File: config.mk
export PLATFORM = sky130hd
export DESIGN_NAME = timed_limit_travel_controller_core
export DESIGN_NICKNAME = d
export VERILOG_FILES = /design/src/sv/tltc_pkg.sv /design/src/sv/tltc_cfg.sv /design/src/sv/tltc_next.sv /design/src/sv/tltc_out.sv /design/src/sv/timed_limit_travel_controller_core.sv
export VERILOG_INCLUDE_DIRS = /design/src /design/src/sv
export SDC_FILE = /design/constraint.sdc
export NUM_CORES = 1
export LEC_CHECK = 0
export BUFFER_PORTS_ARGS = -buffer_cell sky130_fd_sc_hd__buf_2
export CAP_MARGIN = 20
export CORE_ASPECT_RATIO = 0.6
export CORE_MARGIN = 5
export CORE_UTILIZATION = 25
export CTS_CLUSTER_SIZE = 28
export DETAILED_ROUTE_END_ITERATION = 8
export PLACE_DENSITY = 0.4
export REMOVE_ABC_BUFFERS = 1
export SETUP_SLACK_MARGIN = 0.05
export SYNTH_ARGS = -nofsm -noshare
export SYNTH_HDL_FRONTEND = slang
export SYNTH_SLANG_ARGS = --single-unit
File: constraint.sdc
create_clock -name i_clk -period 5.7 [get_ports i_clk]
set_input_delay 0.57 -clock i_clk [delete_from_list [all_inputs] [get_ports i_clk]]
set_output_delay 0.57 -clock i_clk [all_outputs]
set_load 0.03 [all_outputs]
File: src/sv/assert_macros.svh
// Assertion helpers shared by the RTL. Every check is clocked on i_clk and
// held off while i_rst_n is low.
`ifndef ASSERT_MACROS_SVH
`define ASSERT_MACROS_SVH

// Property that must hold at every clock edge outside reset.
`define TLTC_ASSERT(lbl, prop) \
    lbl: assert property (@(posedge i_clk) disable iff (!i_rst_n) prop) \
        else $error("tltc assertion failed");

// Implication checked on the following clock edge.
`define TLTC_ASSERT_NEXT(lbl, cond, prop) \
    lbl: assert property (@(posedge i_clk) disable iff (!i_rst_n) (cond) |=> (prop)) \
        else $error("tltc assertion failed");

`endif

File: src/sv/tltc_pkg.sv
package tltc_pkg;

    localparam int COUNT_WIDTH_DEF   = 24;
    localparam int CURRENT_WIDTH_DEF = 12;
    localparam int DRIVE_WIDTH       = 16;
    localparam int CFG_IDX_WIDTH     = 3;

    localparam int DOWN_TIME_LIMIT_RST = 50;
    localparam int UP_TIME_LIMIT_RST   = 50;
    localparam int CURRENT_THRESH_RST  = 2048;
    localparam int OC_TIME_LIMIT_RST   = 10;
    localparam logic signed [DRIVE_WIDTH-1:0] DOWN_DRIVE_RST = 16'shC000;
    localparam logic signed [DRIVE_WIDTH-1:0] UP_DRIVE_RST   = 16'sh4000;

    typedef logic [CFG_IDX_WIDTH-1:0] t_cfg_idx;
    localparam t_cfg_idx CFG_DOWN_TIME_LIMIT = 3'd0;
    localparam t_cfg_idx CFG_UP_TIME_LIMIT   = 3'd1;
    localparam t_cfg_idx CFG_CURRENT_THRESH  = 3'd2;
    localparam t_cfg_idx CFG_OC_TIME_LIMIT   = 3'd3;
    localparam t_cfg_idx CFG_DOWN_DRIVE      = 3'd4;
    localparam t_cfg_idx CFG_UP_DRIVE        = 3'd5;

    typedef enum logic [1:0] {
        REQ_TICK = 2'd0,
        REQ_DOWN = 2'd1,
        REQ_UP   = 2'd2
    } t_req;

    typedef enum logic [1:0] {
        MODE_STILL = 2'd0,
        MODE_DOWN  = 2'd1,
        MODE_UP    = 2'd2
    } t_mode;

    typedef enum logic [1:0] {
        PLACE_TOP    = 2'd0,
        PLACE_BOTTOM = 2'd1,
        PLACE_MOVING = 2'd2
    } t_place;

    typedef struct packed {
        t_mode  mode;
        t_place place;
    } t_ctrl;

    typedef struct packed {
        logic signed [DRIVE_WIDTH-1:0] motor_drive;
        logic                          at_top;
        logic                          at_bottom;
        t_mode                         move_mode;
    } t_result;

endpackage

File: src/sv/tltc_cfg.sv
module tltc_cfg
    import tltc_pkg::*;
#(
    parameter int COUNT_WIDTH   = COUNT_WIDTH_DEF,
    parameter int CURRENT_WIDTH = CURRENT_WIDTH_DEF,
    parameter int CFG_WIDTH     = (COUNT_WIDTH > DRIVE_WIDTH) ? COUNT_WIDTH : DRIVE_WIDTH
) (
    input  logic                          i_clk,
    input  logic                          i_rst_n,
    input  logic                          i_we,
    input  t_cfg_idx                      i_idx,
    input  logic [CFG_WIDTH-1:0]          i_data,
    output logic [COUNT_WIDTH-1:0]        o_down_time_limit,
    output logic [COUNT_WIDTH-1:0]        o_up_time_limit,
    output logic [CURRENT_WIDTH-1:0]      o_current_threshold,
    output logic [COUNT_WIDTH-1:0]        o_oc_time_limit,
    output logic signed [DRIVE_WIDTH-1:0] o_down_drive,
    output logic signed [DRIVE_WIDTH-1:0] o_up_drive
);

    logic [COUNT_WIDTH-1:0]        r_down_time_limit;
    logic [COUNT_WIDTH-1:0]        r_up_time_limit;
    logic [CURRENT_WIDTH-1:0]      r_current_threshold;
    logic [COUNT_WIDTH-1:0]        r_oc_time_limit;
    logic signed [DRIVE_WIDTH-1:0] r_down_drive;
    logic signed [DRIVE_WIDTH-1:0] r_up_drive;

    always_ff @(posedge i_clk) begin
        if (!i_rst_n) begin
            r_down_time_limit   <= COUNT_WIDTH'(DOWN_TIME_LIMIT_RST);
            r_up_time_limit     <= COUNT_WIDTH'(UP_TIME_LIMIT_RST);
            r_current_threshold <= CURRENT_WIDTH'(CURRENT_THRESH_RST);
            r_oc_time_limit     <= COUNT_WIDTH'(OC_TIME_LIMIT_RST);
            r_down_drive        <= DOWN_DRIVE_RST;
            r_up_drive          <= UP_DRIVE_RST;
        end else if (i_we) begin
            unique case (i_idx)
                CFG_DOWN_TIME_LIMIT: r_down_time_limit   <= i_data[COUNT_WIDTH-1:0];
                CFG_UP_TIME_LIMIT:   r_up_time_limit     <= i_data[COUNT_WIDTH-1:0];
                CFG_CURRENT_THRESH:  r_current_threshold <= i_data[CURRENT_WIDTH-1:0];
                CFG_OC_TIME_LIMIT:   r_oc_time_limit     <= i_data[COUNT_WIDTH-1:0];
                CFG_DOWN_DRIVE:      r_down_drive        <= i_data[DRIVE_WIDTH-1:0];
                CFG_UP_DRIVE:        r_up_drive          <= i_data[DRIVE_WIDTH-1:0];
                default: ;  // drop writes to unmapped indexes
            endcase
        end
    end

    assign o_down_time_limit   = r_down_time_limit;
    assign o_up_time_limit     = r_up_time_limit;
    assign o_current_threshold = r_current_threshold;
    assign o_oc_time_limit     = r_oc_time_limit;
    assign o_down_drive        = r_down_drive;
    assign o_up_drive          = r_up_drive;

endmodule

File: src/sv/tltc_next.sv
module tltc_next
    import tltc_pkg::*;
#(
    parameter int COUNT_WIDTH   = COUNT_WIDTH_DEF,
    parameter int CURRENT_WIDTH = CURRENT_WIDTH_DEF
) (
    input  t_req                          i_req,
    input  logic [CURRENT_WIDTH-1:0]      i_current,
    input  logic                          i_switch_n,
    input  t_ctrl                         i_ctrl,
    input  logic [COUNT_WIDTH-1:0]        i_travel,
    input  logic [COUNT_WIDTH-1:0]        i_oc,
    input  logic signed [DRIVE_WIDTH-1:0] i_drive,
    input  logic [COUNT_WIDTH-1:0]        i_down_time_limit,
    input  logic [COUNT_WIDTH-1:0]        i_up_time_limit,
    input  logic [CURRENT_WIDTH-1:0]      i_current_threshold,
    input  logic [COUNT_WIDTH-1:0]        i_oc_time_limit,
    input  logic signed [DRIVE_WIDTH-1:0] i_down_drive,
    input  logic signed [DRIVE_WIDTH-1:0] i_up_drive,
    output t_ctrl                         o_ctrl,
    output logic [COUNT_WIDTH-1:0]        o_travel,
    output logic [COUNT_WIDTH-1:0]        o_oc,
    output logic signed [DRIVE_WIDTH-1:0] o_drive
);

    logic [COUNT_WIDTH-1:0] travel_inc;
    logic [COUNT_WIDTH-1:0] oc_inc;
    logic [COUNT_WIDTH-1:0] oc_cmp;
    logic                   oc_active;

    // saturating increments
    assign travel_inc = (&i_travel) ? i_travel : i_travel + COUNT_WIDTH'(1);
    assign oc_inc     = (&i_oc) ? i_oc : i_oc + COUNT_WIDTH'(1);
    assign oc_active  = (i_ctrl.mode != MODE_STILL) && (i_current > i_current_threshold);
    assign oc_cmp     = oc_active ? i_oc : '0;

    always_comb begin
        o_ctrl   = i_ctrl;
        o_travel = i_travel;
        o_oc     = i_oc;
        o_drive  = i_drive;
        unique case (i_req)
            REQ_TICK: begin
                o_oc = oc_active ? oc_inc : '0;
                unique case (i_ctrl.mode)
                    MODE_DOWN: begin
                        if (i_ctrl.place == PLACE_BOTTOM) begin
                            o_ctrl.mode = MODE_STILL;
                        end else begin
                            if (i_switch_n && (i_travel < i_down_time_limit)) begin
                                o_drive       = i_down_drive;
                                o_ctrl.place  = PLACE_MOVING;
                            end else begin
                                o_drive       = '0;
                                o_ctrl.mode   = MODE_STILL;
                                o_ctrl.place  = PLACE_BOTTOM;
                            end
                            o_travel = travel_inc;
                        end
                    end
                    MODE_UP: begin
                        if (i_ctrl.place == PLACE_TOP) begin
                            o_ctrl.mode = MODE_STILL;
                        end else begin
                            if ((oc_cmp < i_oc_time_limit) && (i_travel < i_up_time_limit)) begin
                                o_drive       = i_up_drive;
                                o_ctrl.place  = PLACE_MOVING;
                            end else begin
                                o_drive       = '0;
                                o_ctrl.mode   = MODE_STILL;
                                o_ctrl.place  = PLACE_TOP;
                            end
                            o_travel = travel_inc;
                        end
                    end
                    default: begin
                        o_drive  = '0;
                        o_travel = '0;
                    end
                endcase
            end
            REQ_DOWN: begin
                if (i_ctrl.mode != MODE_DOWN) begin
                    o_ctrl.mode = MODE_DOWN;
                    o_travel    = '0;
                end
            end
            REQ_UP: begin
                if (i_ctrl.mode != MODE_UP) begin
                    o_ctrl.mode = MODE_UP;
                    o_travel    = '0;
                end
            end
            default: ;  // unused code reports the present state
        endcase
    end

endmodule

File: src/sv/tltc_out.sv
module tltc_out
    import tltc_pkg::*;
(
    input  logic    i_clk,
    input  logic    i_rst_n,
    input  logic    i_push,
    input  t_result i_result,
    input  logic    i_stall,
    output logic    o_valid,
    output t_result o_result,
    output logic    o_full
);

`include "assert_macros.svh"

    logic    r_out_valid;
    logic    n_out_valid;
    t_result r_out;
    t_result n_out;
    logic    r_skid_valid;
    logic    n_skid_valid;
    t_result r_skid;
    t_result n_skid;
    logic    take;

    assign take = r_out_valid && !i_stall;

    always_comb begin
        n_out_valid  = r_out_valid;
        n_out        = r_out;
        n_skid_valid = r_skid_valid;
        n_skid       = r_skid;
        if (!r_out_valid || take) begin
            if (r_skid_valid) begin
                n_out_valid  = 1'b1;
                n_out        = r_skid;
                n_skid_valid = 1'b0;
            end else begin
                n_out_valid = i_push;
                n_out       = i_result;
            end
        end else if (i_push) begin
            n_skid_valid = 1'b1;
            n_skid       = i_result;
        end
    end

    always_ff @(posedge i_clk) begin
        if (!i_rst_n) begin
            r_out_valid  <= 1'b0;
            r_skid_valid <= 1'b0;
        end else begin
            r_out_valid  <= n_out_valid;
            r_skid_valid <= n_skid_valid;
        end
    end

    always_ff @(posedge i_clk) begin
        r_out  <= n_out;
        r_skid <= n_skid;
    end

    assign o_valid  = r_out_valid;
    assign o_result = r_out;
    assign o_full   = r_skid_valid;

    `TLTC_ASSERT(a_skid_behind_out, r_skid_valid |-> r_out_valid)
    `TLTC_ASSERT_NEXT(a_stalled_push_skids, r_out_valid && i_stall && i_push, r_skid_valid)
    `TLTC_ASSERT_NEXT(a_skid_drains, r_skid_valid && !i_stall, !r_skid_valid && r_out_valid)

endmodule

File: src/sv/timed_limit_travel_controller_core.sv
// Timed limit travel controller: drives a motor toward the top or bottom end.
// Input channel (i_valid / o_stall): one beat carries a tick (i_req_type 0),
// a move-down command (1) or a move-up command (2); code 3 changes nothing.
// Ticks sample i_motor_current and the active-low i_bottom_switch_n.
// Output channel (o_valid / i_stall): exactly one result beat per input beat,
// in order: the applied drive, at_top / at_bottom and the current move mode.
// A beat moves when valid is high and stall is low at a rising i_clk edge.
// The result is registered in the output register before o_valid shows it.
// Throughput is one beat per cycle while o_stall is low; the state update is
// a single pass of next-state logic with counter compares and saturating
// increments. When the receiver stalls, the next beat lands in a one-entry
// skid register and o_stall rises only once that skid register is occupied.
// Configuration uses i_cfg_we / i_cfg_idx / i_cfg_data, to be written by the
// user only while idle; the block does not enforce this. Synchronous reset
// (i_rst_n low) restores the register defaults, sets the position to top,
// mode stationary, drive and counters zero, and empties the output side.
module timed_limit_travel_controller_core
    import tltc_pkg::*;
#(
    parameter int COUNT_WIDTH   = COUNT_WIDTH_DEF,
    parameter int CURRENT_WIDTH = CURRENT_WIDTH_DEF,
    parameter int CFG_WIDTH     = (COUNT_WIDTH > DRIVE_WIDTH) ? COUNT_WIDTH : DRIVE_WIDTH
) (
    input  logic                          i_clk,
    input  logic                          i_rst_n,
    // configuration write port
    input  logic                          i_cfg_we,
    input  logic [CFG_IDX_WIDTH-1:0]      i_cfg_idx,
    input  logic [CFG_WIDTH-1:0]          i_cfg_data,
    // input channel
    input  logic                          i_valid,
    output logic                          o_stall,
    input  logic [1:0]                    i_req_type,
    input  logic [CURRENT_WIDTH-1:0]      i_motor_current,
    input  logic                          i_bottom_switch_n,
    // output channel
    output logic                          o_valid,
    input  logic                          i_stall,
    output logic signed [DRIVE_WIDTH-1:0] o_motor_drive,
    output logic                          o_at_top,
    output logic                          o_at_bottom,
    output logic [1:0]                    o_move_mode
);

`include "assert_macros.svh"

    // configuration registers
    logic [COUNT_WIDTH-1:0]        down_time_limit;
    logic [COUNT_WIDTH-1:0]        up_time_limit;
    logic [CURRENT_WIDTH-1:0]      current_threshold;
    logic [COUNT_WIDTH-1:0]        oc_time_limit;
    logic signed [DRIVE_WIDTH-1:0] down_drive;
    logic signed [DRIVE_WIDTH-1:0] up_drive;

    // controller state
    t_ctrl                         r_ctrl;
    t_ctrl                         n_ctrl;
    logic [COUNT_WIDTH-1:0]        r_travel;
    logic [COUNT_WIDTH-1:0]        n_travel;
    logic [COUNT_WIDTH-1:0]        r_oc;
    logic [COUNT_WIDTH-1:0]        n_oc;
    logic signed [DRIVE_WIDTH-1:0] r_drive;
    logic signed [DRIVE_WIDTH-1:0] n_drive;

    logic    in_accept;
    logic    skid_full;
    t_result result;
    t_result out_result;

    assign in_accept = i_valid && !skid_full;
    assign o_stall   = skid_full;

    tltc_cfg #(
        .COUNT_WIDTH   (COUNT_WIDTH),
        .CURRENT_WIDTH (CURRENT_WIDTH),
        .CFG_WIDTH     (CFG_WIDTH)
    ) u_cfg (
        .i_clk               (i_clk),
        .i_rst_n             (i_rst_n),
        .i_we                (i_cfg_we),
        .i_idx               (i_cfg_idx),
        .i_data              (i_cfg_data),
        .o_down_time_limit   (down_time_limit),
        .o_up_time_limit     (up_time_limit),
        .o_current_threshold (current_threshold),
        .o_oc_time_limit     (oc_time_limit),
        .o_down_drive        (down_drive),
        .o_up_drive          (up_drive)
    );

    tltc_next #(
        .COUNT_WIDTH   (COUNT_WIDTH),
        .CURRENT_WIDTH (CURRENT_WIDTH)
    ) u_next (
        .i_req               (t_req'(i_req_type)),
        .i_current           (i_motor_current),
        .i_switch_n          (i_bottom_switch_n),
        .i_ctrl              (r_ctrl),
        .i_travel            (r_travel),
        .i_oc                (r_oc),
        .i_drive             (r_drive),
        .i_down_time_limit   (down_time_limit),
        .i_up_time_limit     (up_time_limit),
        .i_current_threshold (current_threshold),
        .i_oc_time_limit     (oc_time_limit),
        .i_down_drive        (down_drive),
        .i_up_drive          (up_drive),
        .o_ctrl              (n_ctrl),
        .o_travel            (n_travel),
        .o_oc                (n_oc),
        .o_drive             (n_drive)
    );

    // advance the state only on an accepted beat
    always_ff @(posedge i_clk) begin
        if (!i_rst_n) begin
            r_ctrl   <= '{mode: MODE_STILL, place: PLACE_TOP};
            r_travel <= '0;
            r_oc     <= '0;
            r_drive  <= '0;
        end else if (in_accept) begin
            r_ctrl   <= n_ctrl;
            r_travel <= n_travel;
            r_oc     <= n_oc;
            r_drive  <= n_drive;
        end
    end

    // result reflects the state after this beat is applied
    always_comb begin
        result.motor_drive = n_drive;
        result.at_top      = (n_ctrl.place == PLACE_TOP);
        result.at_bottom   = (n_ctrl.place == PLACE_BOTTOM);
        result.move_mode   = n_ctrl.mode;
    end

    tltc_out u_out (
        .i_clk    (i_clk),
        .i_rst_n  (i_rst_n),
        .i_push   (in_accept),
        .i_result (result),
        .i_stall  (i_stall),
        .o_valid  (o_valid),
        .o_result (out_result),
        .o_full   (skid_full)
    );

    assign o_motor_drive = out_result.motor_drive;
    assign o_at_top      = out_result.at_top;
    assign o_at_bottom   = out_result.at_bottom;
    assign o_move_mode   = out_result.move_mode;

    // travel between ends only happens with a move in progress
    `TLTC_ASSERT(a_moving_has_mode, (r_ctrl.place == PLACE_MOVING) |-> (r_ctrl.mode != MODE_STILL))
    // a tick while stationary drops the drive
    `TLTC_ASSERT_NEXT(a_still_tick_zero,
        in_accept && (i_req_type == REQ_TICK) && (r_ctrl.mode == MODE_STILL), r_drive == '0)
    // a repeated command keeps the travel count running
    `TLTC_ASSERT_NEXT(a_repeat_keeps_travel,
        in_accept && (i_req_type == REQ_DOWN) && (r_ctrl.mode == MODE_DOWN),
        r_travel == $past(r_travel))

endmodule

==> impl_metrics.py, run 1 <==
metrics = {
    "global_route": {
        "grt_overflow_total": 0,
        "antenna_found_initial": 0,
        "grt_pass1_vias": 9440,
        "grt_use_total_pct": 14.2,
        "grt_pass1_wl_um": 57900,
        "grt_max_degree": 72,
    },
    "drt": {
        "drc": 0,
        "via_per_inst": 4.67,
        "drt.antenna.violating_nets": 0,
        "wire_per_inst_um": 17.7,
        "vias": 9880,
        "totalWireLength_um": 37500,
        "dr.pass1.iters": 7,
        "drt_iter0_markers": 689,
    },
    "die": {
        "dieArea_mm2": 0.0518,
        "rows": 61,
        "die_w_um": 291,
        "start_util_pct": 25.4,
        "die_height_um": 178,
        "fp.coreArea_mm2": 0.0465,
        "pin_count": 69,
    },
    "cells_and_area": {
        "multi_input_area_mm2": 0.00627,
        "fin_util_pct": 29.5,
        "layoutNonFillerInstCount": 2117,
        "nets": 1603,
        "ff_latch_area_mm2": 0.00492,
        "fillers": 4961,
        "layout-drive-gt1-share_pct": 9.29,
        "synthToLayoutAreaGrowth_pct": 16.0,
    },
    "synthesis": {
        "synth_seq_cells": 226,
        "synth_edf_count": 40,
        "synth_top_area_share_pct": 31.5,
        "async_flop_share_pct": 0,
        "synth_cell_types": 64,
        "synth_warnings": 0,
        "synth_top_cells_by_count": "331 x nand2_1, 186 x dfxtp_1, 108 x a21boi_0",
        "synth_area_leaders": "dfxtp_1 32%, nand2_1 11%, edfxtp_1 10%",
        "ys.flop_type": "dfxtp_1",
        "synth.most_common_cell": "nand2_1",
        "syn_inst": 1414,
        "avgSynthCellArea_um2": 8.35,
        "synth_area_leader_cell": "dfxtp_1",
        "yosysSeqAreaShare_pct": 41.7,
        "synth_area_mm2": 0.0118,
    },
    "run_status": {
        "status": "complete, no violations",
    },
    "critical_path": {
        "crit_type": "register to register",
        "worst_setup_path_end_kind": "register",
        "r2r_slack_ns": 0.90,
        "cp.required_ns": 5.97,
        "path_max_fanout": 24,
        "cp.arrival_ns": 5.06,
        "r2r_start": "u_cfg.o_current_threshold[7]",
        "crit_start": "u_cfg.o_current_threshold[7]",
        "worstReg2RegEnd": "u_out.r_skid[1]",
        "ff2ff_path_depth": 14,
        "cp-endpoint": "u_out.r_skid[1]",
        "start_kind": "register",
    },
    "sta": {
        "rsz0062_at_grt": "false",
        "hold_viol_final": 0,
        "finalSetupViolCount": 0,
        "clock-skew-final_ns": 0.0150,
        "period_needed_ns": 4.80,
        "tns_ns": 0,
        "final-max-slew-violation-count": 0,
        "timing.final.crit_share_pct": 84.1,
        "timing.slew.headroom_pct": 27.3,
        "worst_pin_slew_ns": 1.09,
        "max_freq_mhz": 209,
    },
    "cts": {
        "clk_latency_ns": 0.55,
        "cts-root-buf": "clkbuf_16",
        "cts.sink_count": 226,
        "holdBufCountCts": 0,
        "path_clk_slew_ns": 0.06,
        "cts_setup_buffers": 0,
        "cts_made_buffers": 25,
        "clk_path_buf_depth": 3,
        "cts_resized": 0,
        "htreeDepth": 1,
        "cts_tree": "built",
    },
    "pwr": {
        "finalPower_w": 0.00355,
        "intPower_w": 0.00266,
        "swShare_pct": 25.3,
        "ir_drop_uv": 160,
        "p_switching_w": 0.000897,
        "powerDensity_mw_per_mm2": 259,
        "seq_power_share_pct": 47.0,
        "power_frac_comb_pct": 7.4,
        "p_leak_nw": 5.03,
        "p_clk_share_pct": 45.6,
    },
    "placement": {
        "dp_hpwl_um": 27400,
        "gp_congestion": 0.805,
        "io_buffers": 68,
        "placedCellCount": 2068,
    },
    "min_path": {
        "worstHoldPathCells": 3,
        "min_path_type": "input pin to register",
    },
    "run": {
        "max_cap_violations": 0,
    },
}
stage by stage:
step | setup WS [ns] | instance area (um2) | hold WS [ns]
global placement | 0.794 | 12800 | 0.448
global route | 0.547 | 13700 | 0.294
detailed placement | 0.591 | 12900 | 0.453
CTS | 0.892 | 13700 | 0.276
finish | 0.904 | 13700 | 0.303
floorplan | 0.903 | 11600 | 0.435
power by group through the flow:
stage,Combinational (W),Clock (W),Sequential [W]
after floorplan,0.000116,0,0.00172
after global placement,0.000261,0,0.00170
after detailed placement,0.000263,0,0.00170
after CTS,0.000264,0.00168,0.00167
after global routing,0.000291,0.00175,0.00167
final,0.000262,0.00162,0.00167
sequential cells by signal, indices dropped and copies added, names as in the netlist:
register and count:
u_cfg.o_oc_time_limit 24, u_out.r_skid 20, u_cfg.o_up_time_limit 24, u_cfg.o_down_time_limit 24, u_out.o_full 1, r_ctrl 4, u_out.o_valid 1, r_oc 24
u_cfg.o_current_threshold 12, r_drive 16, r_travel 24, u_cfg.o_down_drive 16, u_out.o_result 20, u_cfg.o_up_drive 16
worst max-delay path, stage by stage (launching register included):
cell and delay [ns]:
dfxtp_1 0.33, inv_1 0.06, ha_1 0.30, a21oi_1 0.16, o21ai_1 0.11, a221oi_2 0.56, a21oi_2 0.11, buf_4 0.22
and2_1 0.18, ha_1 0.31, nand4_1 0.22, nor4_1 0.46, a41oi_2 0.58, a22oi_1 0.75, a21oi_1 0.14
how the worst min path moves through the flow:
stage                         from                        end  slack (ns)
detailed placement      r_drive[0]                 r_drive[0]        0.45
floorplan               r_drive[0]                 r_drive[0]        0.44
global route        i_cfg_data[18]  u_cfg.o_oc_time_limit[18]        0.29
CTS                 i_cfg_data[19]  u_cfg.o_oc_time_limit[19]        0.28
global placement        r_drive[6]                 r_drive[6]        0.45
finish              i_cfg_data[19]  u_cfg.o_oc_time_limit[19]        0.30
logic make-up after synthesis:
group,synth area share [%]
XOR/XNOR,2.37
AND/OR/NAND/NOR,22.1
AO/OA/AOI/OAI,18.7
flip-flops,41.7
buffers and inverters,5.42
adder cells (fa/ha/maj),9.54
multiplexers,0.254
layer usage:
metal	global-route usage, %	share of wire (%)
met2	19.4	37
met1	23.2	57
met5	0	0
met4	2.16	1.4
met3	2.61	4.5
layout make-up:
cell class / count / share of cell area (%)
multi-input cells: 1021 / 45.8
repair buffers: 86 / 3.69
clock buffers: 42 / 5.62
diodes: 2 / 0.0365
inverters: 106 / 2.90
clock inverters: 4 / 0.283
well taps: 630 / 5.75
flip-flops and latches: 226 / 36.0
cells in the final DEF, fill, tap and decap left out, types with 28 or more instances in the layout:
cell / n
and2_1: 28
edfxtp_1: 40
ha_1: 90
nand2_1: 331
nand4_1: 37
buf_2: 67
nor2_1: 71
o21ai_0: 44
a21boi_0: 108
inv_1: 106
nand3_1: 28
a21oi_1: 44
dfxtp_1: 186
Power figures use the tool's default switching activity.
==> inputs of run 2 (changes only) <==
--- a/config.mk
+++ b/config.mk
@@ -6,6 +6,7 @@
 export SDC_FILE = /design/constraint.sdc
 export NUM_CORES = 1
 export LEC_CHECK = 0
+export ABC_AREA = 1
 export BUFFER_PORTS_ARGS = -buffer_cell sky130_fd_sc_hd__buf_2
 export CAP_MARGIN = 20
 export CORE_ASPECT_RATIO = 0.6
@@ -13,7 +14,7 @@
 export CORE_UTILIZATION = 25
 export CTS_CLUSTER_SIZE = 28
 export DETAILED_ROUTE_END_ITERATION = 8
-export PLACE_DENSITY = 0.4
+export PLACE_DENSITY = 0.41
 export REMOVE_ABC_BUFFERS = 1
 export SETUP_SLACK_MARGIN = 0.05
 export SYNTH_ARGS = -nofsm -noshare
==> constraint.sdc (replaced) <==
create_clock -name i_clk -period 4 [get_ports i_clk]
set_input_delay 0.4 -clock i_clk [delete_from_list [all_inputs] [get_ports i_clk]]
set_output_delay 0.4 -clock i_clk [all_outputs]
set_load 0.03 [all_outputs]
==> run 2 against run 1 <==
Core utilization hardly changed. Non-clock buffer count is 9 higher. Setup slack worse by 0.44 ns. Cell count is 9.3% higher. Combinational power is 130% higher. Clock power is 40% higher. Routed wire length is 0.63% lower. Area after synthesis is 0.71% lower. Sequential cell count stayed put. Sequential power is 46% higher. Via count is 5.1% higher. First-iteration DRC count is 13% higher. Largest cell class unchanged. Highest routed layer unchanged.
==> impl_metrics.py, run 2 <==
metrics = {
    "sta": {
        "finalSetupViolCount": 0,
        "max_freq_mhz": 283,
        "clock-skew-final_ns": 0.00997,
        "period_needed_ns": 3.54,
        "timing.final.crit_share_pct": 88.4,
        "tns_ns": 0,
        "worst_pin_slew_ns": 0.920,
        "hold_viol_final": 0,
        "timing.slew.headroom_pct": 38.6,
        "final-max-slew-violation-count": 0,
        "rsz0062_at_grt": "false",
    },
    "cts": {
        "clk_latency_ns": 0.54,
        "cts.sink_count": 226,
        "cts_tree": "built",
        "htreeDepth": 1,
        "clk_path_buf_depth": 3,
        "cts_made_buffers": 25,
        "holdBufCountCts": 0,
        "cts-root-buf": "clkbuf_16",
        "path_clk_slew_ns": 0.06,
    },
    "drt": {
        "via_per_inst": 4.49,
        "vias": 10400,
        "dr.pass1.iters": 7,
        "drt.antenna.violating_nets": 0,
        "totalWireLength_um": 37300,
        "wire_per_inst_um": 16.1,
        "drt_iter0_markers": 781,
        "drc": 0,
    },
    "critical_path": {
        "crit_type": "register to register",
        "slowest_delay_ns": 0.30,
        "slowest_stage": "dfxtp_1",
        "path_buf_inv": 7,
        "cpMostUsedCell": "nand2_1",
        "worst_setup_path_end_kind": "register",
        "path_max_fanout": 16,
        "cpLargestDelayFamily": "simple AND/OR/NAND/NOR gates",
        "start_kind": "register",
        "cp.arrival_ns": 3.94,
        "cp.required_ns": 4.41,
    },
    "global_route": {
        "grt_overflow_total": 0,
        "grt_max_degree": 83,
        "grt_pass1_wl_um": 57900,
        "grt_use_total_pct": 14.4,
        "grt_pass1_vias": 9814,
        "antenna_found_initial": 3,
    },
    "synthesis": {
        "synth_area_leaders": "dfxtp_1 32%, edfxtp_1 10%, nand2_1 10%",
        "synth_warnings": 0,
        "async_flop_share_pct": 0,
        "synth_edf_count": 40,
        "synth_area_leader_cell": "dfxtp_1",
        "avgSynthCellArea_um2": 7.34,
        "synth_top_cells_by_count": "318 x nand2_1, 243 x inv_1, 186 x dfxtp_1",
        "synth.most_common_cell": "nand2_1",
        "synth_area_mm2": 0.0117,
        "synth_cell_types": 44,
        "ys.flop_type": "dfxtp_1",
        "yosysSeqAreaShare_pct": 42.0,
        "syn_inst": 1597,
        "synth_top_area_share_pct": 31.8,
        "synth_seq_cells": 226,
    },
    "placement": {
        "io_buffers": 68,
        "gp_congestion": 0.789,
        "dp_hpwl_um": 27600,
    },
    "die": {
        "die_height_um": 178,
        "pin_count": 69,
        "start_util_pct": 25.3,
        "dieArea_mm2": 0.0515,
        "fp.coreArea_mm2": 0.0463,
        "rows": 61,
        "die_w_um": 290,
    },
    "run_status": {
        "status": "complete, no violations",
    },
    "pwr": {
        "finalPower_w": 0.00530,
        "powerDensity_mw_per_mm2": 388,
        "p_leak_nw": 5.91,
        "ir_drop_uv": 300,
    },
    "cells_and_area": {
        "synthToLayoutAreaGrowth_pct": 16.6,
        "layout-drive-gt1-share_pct": 9.15,
        "fillers": 5090,
        "nets": 1803,
        "layout_common_cells": "318 x nand2_1, 242 x inv_1, 186 x dfxtp_1, 174 x o21ai_0, 167 x a21oi_1",
        "final_common_cell": "nand2_1",
        "n_antenna_cell": 0,
    },
    "min_path": {
        "min_path_type": "input pin to register",
    },
    "run": {
        "max_cap_violations": 0,
    },
}
==> run 2: cell count changes after synthesis, moves of 14 or more <==
| cell | before | now |
|---|---|---|
| a21boi_0 | 108 | 3 |
| a21oi_1 | 45 | 168 |
| a31oi_1 | 20 | 2 |
| and2_1 | 28 | 0 |
| inv_1 | 106 | 243 |
| nand3_1 | 28 | 65 |
| nand4_1 | 37 | 17 |
| nor2_1 | 73 | 156 |
| o21ai_0 | 44 | 174 |
| o31ai_1 | 14 | 0 |
| xnor2_1 | 16 | 0 |
==> run 2: routing by layer <==
layer / up-vias / GRT usage, % / part of all wire, %
met5: - / 0 / 0
met4: 0 / 2.23 / 1.3
met3: 31 / 2.30 / 4.9
met2: 182 / 18.7 / 36
met1: 4804 / 24.2 / 58
li1: 5364 / - / -
==> run 2: kinds of logic (layout without fill, tap and decap cells) <==
family / Yosys count / in the layout / share of synthesized area (%)
compound gates: 382 / 382 / 17.2
xor+xnor: 3 / 3 / 0.224
fa+ha+maj: 90 / 90 / 9.61
buf+inv: 301 / 386 / 9.70
flops: 226 / 226 / 42.0
simple gates: 595 / 596 / 21.3
==> run 2: path summary, 6_finish.rpt <==
check	startpoint	endpoint	slack (ns)	cells past startpoint
worst min-delay path	i_cfg_data[21]	u_cfg.o_oc_time_limit[21]	0.19	3
worst min register to register	u_cfg.o_up_time_limit[17]	u_cfg.o_up_time_limit[17]	0.46	2
worst max-delay path	u_cfg.o_current_threshold[11]	u_out.o_result[11]	0.46	29
worst max register to register	u_cfg.o_current_threshold[11]	u_out.o_result[11]	0.46	29
==> run 2: area by class of cell <==
type | instances | area [um2] | area share, %
clock buffer | 42 | 759 | 5.56
inverter | 247 | 928 | 6.79
sequential | 226 | 4920 | 36.0
clock inverter | 2 | 10.0 | 0.0732
multi-input combinational | 1071 | 5700 | 41.7
tap | 630 | 788 | 5.77
timing repair buffer | 95 | 556 | 4.06
==> run 2: timing repair <==
| item | in CTS | in global routing |
|---|---|---|
| setup endpoints to repair | 0 | 52 |
| setup buffers | 0 | 1 |
| gates resized for setup | 0 | 9 |
==> run 2: through the flow <==
stage	instances	hold WS, ns	worst slack [ns]	area (um2)	utilization [%]
2_1_floorplan	1543	0.429	0.724	11500	-
3_3_place_gp	2267	0.443	0.211	12800	27.7
3_5_place_dp	2267	0.448	0.115	12800	27.7
4_1_cts	2311	0.163	0.254	13600	29.4
5_1_grt	2313	0.188	0.0528	13700	29.5
6_report	2313	0.186	0.464	13700	29.5
==> run 2: power by group <==
group / total [W] / internal [W] / switching (W)
clock network: 0.00227 / 0.00128 / 0.000985
logic: 0.000594 / 0.000171 / 0.000422
registers: 0.00244 / 0.00241 / 0.0000321
total: 0.00530 / 0.00386 / 0.00144
==> run 2: tightest hold or removal path, stage by stage <==
cell	delay, ns
buf_2	0.10
o21ai_0	0.08
a21oi_1	0.10
==> inputs of run 3 (changes only) <==
--- a/config.mk
+++ b/config.mk
@@ -6,7 +6,6 @@
 export SDC_FILE = /design/constraint.sdc
 export NUM_CORES = 1
 export LEC_CHECK = 0
-export ABC_AREA = 1
 export BUFFER_PORTS_ARGS = -buffer_cell sky130_fd_sc_hd__buf_2
 export CAP_MARGIN = 20
 export CORE_ASPECT_RATIO = 0.6
@@ -19,4 +18,5 @@
 export SETUP_SLACK_MARGIN = 0.05
 export SYNTH_ARGS = -nofsm -noshare
 export SYNTH_HDL_FRONTEND = slang
+export SYNTH_HIERARCHICAL = 1
 export SYNTH_SLANG_ARGS = --single-unit
==> run 3 against run 2 <==
The run now ends with setup timing left. Register-to-register slack got worse by 0.77 ns. First-iteration DRC count fell by 6.3%. Maximum frequency decreased by 18%. Core utilization rose by 0.64 points. Design area grew 13%. Non-clock buffer count up 35. Setup slack lost 0.77 ns. Critical path type unchanged. Critical endpoint is now u_out/o_result[19]. Largest power group unchanged. Highest routed layer unchanged.
==> impl_metrics.py, run 3 <==
metrics = {
    "run_status": {
        "status": "complete, but fails checks",
        "violations": "setup timing",
    },
    "die": {
        "dieArea_mm2": 0.0566,
        "start_util_pct": 25.3,
        "die_height_um": 186,
        "die_w_um": 304,
        "pin_count": 69,
        "rows": 64,
        "fp.coreArea_mm2": 0.0511,
    },
    "synthesis": {
        "yosysSeqAreaShare_pct": 38.0,
        "synth_top_area_share_pct": 28.8,
        "synth_cell_types": 75,
        "synth_area_leaders": "dfxtp_1 29%, mux2i_1 14%, nand2_1 9.5%",
        "synth_seq_cells": 226,
        "synth_warnings": 6,
        "synth_area_mm2": 0.0129,
        "syn_inst": 1442,
        "avgSynthCellArea_um2": 8.98,
        "async_flop_share_pct": 0,
        "synth.most_common_cell": "nand2_1",
        "synth_edf_count": 40,
        "synth_top_cells_by_count": "328 x nand2_1, 186 x dfxtp_1, 185 x mux2i_1",
        "ys.flop_type": "dfxtp_1",
        "synth_area_leader_cell": "dfxtp_1",
    },
    "critical_path": {
        "slowest_delay_ns": 0.37,
        "crit_cells": 20,
        "r2r_start": "u_cfg/o_current_threshold[11]",
        "start_kind": "register",
        "cp-endpoint": "u_out/o_result[19]",
        "worstReg2RegEnd": "u_out/o_result[19]",
        "crit_chain": "inv_2 > ha_4 > buf_6 > nand4_1 > buf_4 > o311ai_4 > a21oi_2 > buf_12 > buf_12 > and2_4 > ha_4 > nand4_1 > nor4_2 > o31ai_1 > o211a_1 > o221a_4 > and3_4 > clkbuf_16 > a221o_2 > mux2_2",
        "path_buf_inv": 6,
        "crit_type": "register to register",
        "r2r_slack_ns": -0.30,
        "slowest_stage": "a221o_2",
        "path_max_fanout": 8,
        "cp.required_ns": 4.27,
        "cp.arrival_ns": 4.58,
        "worst_setup_path_end_kind": "register",
        "ff2ff_path_depth": 20,
        "crit_start": "u_cfg/o_current_threshold[11]",
        "cpLargestDelayFamily": "compound AO/OA/AOI/OAI gates",
    },
    "run": {
        "max_cap_violations": 0,
    },
    "sta": {
        "max_freq_mhz": 232,
        "clock-skew-final_ns": 0.0241,
        "timing.slew.headroom_pct": 48.9,
        "finalSetupViolCount": 54,
        "worst_pin_slew_ns": 0.762,
        "rsz0062_at_grt": "true",
        "timing.final.crit_share_pct": 108,
        "final-max-slew-violation-count": 0,
        "hold_viol_final": 0,
        "worst_slack_ns": -0.301,
        "period_needed_ns": 4.30,
    },
    "cells_and_area": {
        "ff_latch_area_mm2": 0.00493,
        "layoutNonFillerInstCount": 2236,
        "layout-drive-gt1-share_pct": 17.0,
        "nets": 1657,
        "n_antenna_cell": 0,
        "final_common_cell": "nand2_1",
        "fillers": 5502,
        "layout_common_cells": "323 x nand2_1, 185 x mux2i_1, 182 x dfxtp_1, 84 x inv_1, 74 x ha_1",
        "synthToLayoutAreaGrowth_pct": 19.0,
        "fin_area_mm2": 0.0154,
        "multi_input_area_mm2": 0.00753,
    },
    "placement": {
        "dp_hpwl_um": 28000,
        "gp_congestion": 0.819,
        "placedCellCount": 2177,
        "pre_cts_slack_ns": -0.752,
        "placed_area_mm2": 0.0141,
        "io_buffers": 68,
    },
    "pwr": {
        "ir_drop_uv": 267,
        "p_leak_nw": 6.41,
        "powerDensity_mw_per_mm2": 342,
        "finalPower_w": 0.00526,
    },
    "drt": {
        "totalWireLength_um": 39500,
        "wire_per_inst_um": 17.7,
        "drt_iter0_markers": 732,
        "drt.antenna.violating_nets": 0,
        "via_per_inst": 4.65,
        "vias": 10400,
        "dr.pass1.iters": 5,
        "drc": 0,
    },
    "global_route": {
        "grt_max_degree": 104,
        "grt_pass1_vias": 9832,
        "grt_use_total_pct": 13.5,
        "antenna_found_initial": 0,
        "grt_overflow_total": 0,
        "grt_pass1_wl_um": 60300,
    },
    "cts": {
        "htreeDepth": 1,
        "cts-root-buf": "clkbuf_16",
        "cts.sink_count": 226,
        "clk_path_buf_depth": 3,
        "cts_made_buffers": 25,
        "clk_latency_ns": 0.54,
        "cts_tree": "built",
        "path_clk_slew_ns": 0.06,
    },
    "min_path": {
        "min_from": "i_cfg_data[11]",
        "min_path_type": "input pin to register",
    },
}
[run 3: final cells by class]
cell class	instances	area share, %
Sequential cell	226	32.0
Inverter	87	2.12
Timing Repair Buffer	130	6.05
Clock inverter	13	0.958
Tap cell	693	5.63
Multi-Input combinational cell	1054	48.9
Clock buffer	33	4.39
[run 3: worst register-to-register path: cells and delay by family (launching register included)]
kind,cells,cell delay (ns)
fa+ha+maj,2,0.53
mux,1,0.26
compound gates,6,1.15
flops,1,0.33
buf+inv,6,0.79
simple gates,5,0.96
[run 3: logic make-up after synthesis]
| family | count (synthesis) | share of synthesized area [%] |
|---|---|---|
| buf+inv | 162 | 6.31 |
| flops | 226 | 38.0 |
| xor+xnor | 20 | 1.35 |
| mux | 206 | 16.1 |
| simple gates | 566 | 20.4 |
| fa+ha+maj | 86 | 8.31 |
| compound gates | 176 | 9.47 |
[run 3: per-stage QoR]
stage               setup TNS, ns  util (%)  hold WS [ns]
floorplan                  -16.71         -         0.430
global placement           -30.51      27.6         0.438
detailed placement         -37.12      27.6         0.447
finish                      -9.18      30.2         0.155
global route               -17.21      30.2         0.153
CTS                         -3.86      29.7         0.123
[run 3: worst min path at each step]
stage / cells after the start / endpoint
detailed placement: 2 / r_drive[9]
CTS: 3 / u_cfg/o_current_threshold[11]
floorplan: 2 / r_drive[0]
global route: 3 / u_cfg/o_current_threshold[11]
global placement: 2 / r_drive[2]
finish: 3 / u_cfg/o_current_threshold[11]
[run 3: where the power goes]
part	total [W]	internal, W	switching, W
Combinational	0.000509	0.000179	0.000330
Clock	0.00237	0.00138	0.000985
Sequential	0.00238	0.00236	0.0000231
Total	0.00526	0.00393	0.00134
[run 3: what timing repair did]
action,CTS,global route
buffers inserted,6,6
pin swaps,31,8
hold buffers,0,0
endpoints found under the setup margin,59,59
gates cloned,0,1
resized for setup,39,33
endpoints found under the hold margin,0,0
[run 3: layer usage]
metal / global-route usage (%) / routed length (um) / vias to the layer above
li1: - / - / 5187
met1: 21.9 / 21800 / 4970
met2: 19.0 / 15500 / 211
met3: 1.89 / 1820 / 28
met4: 1.56 / 366 / 0
met5: 0 / 0 / -
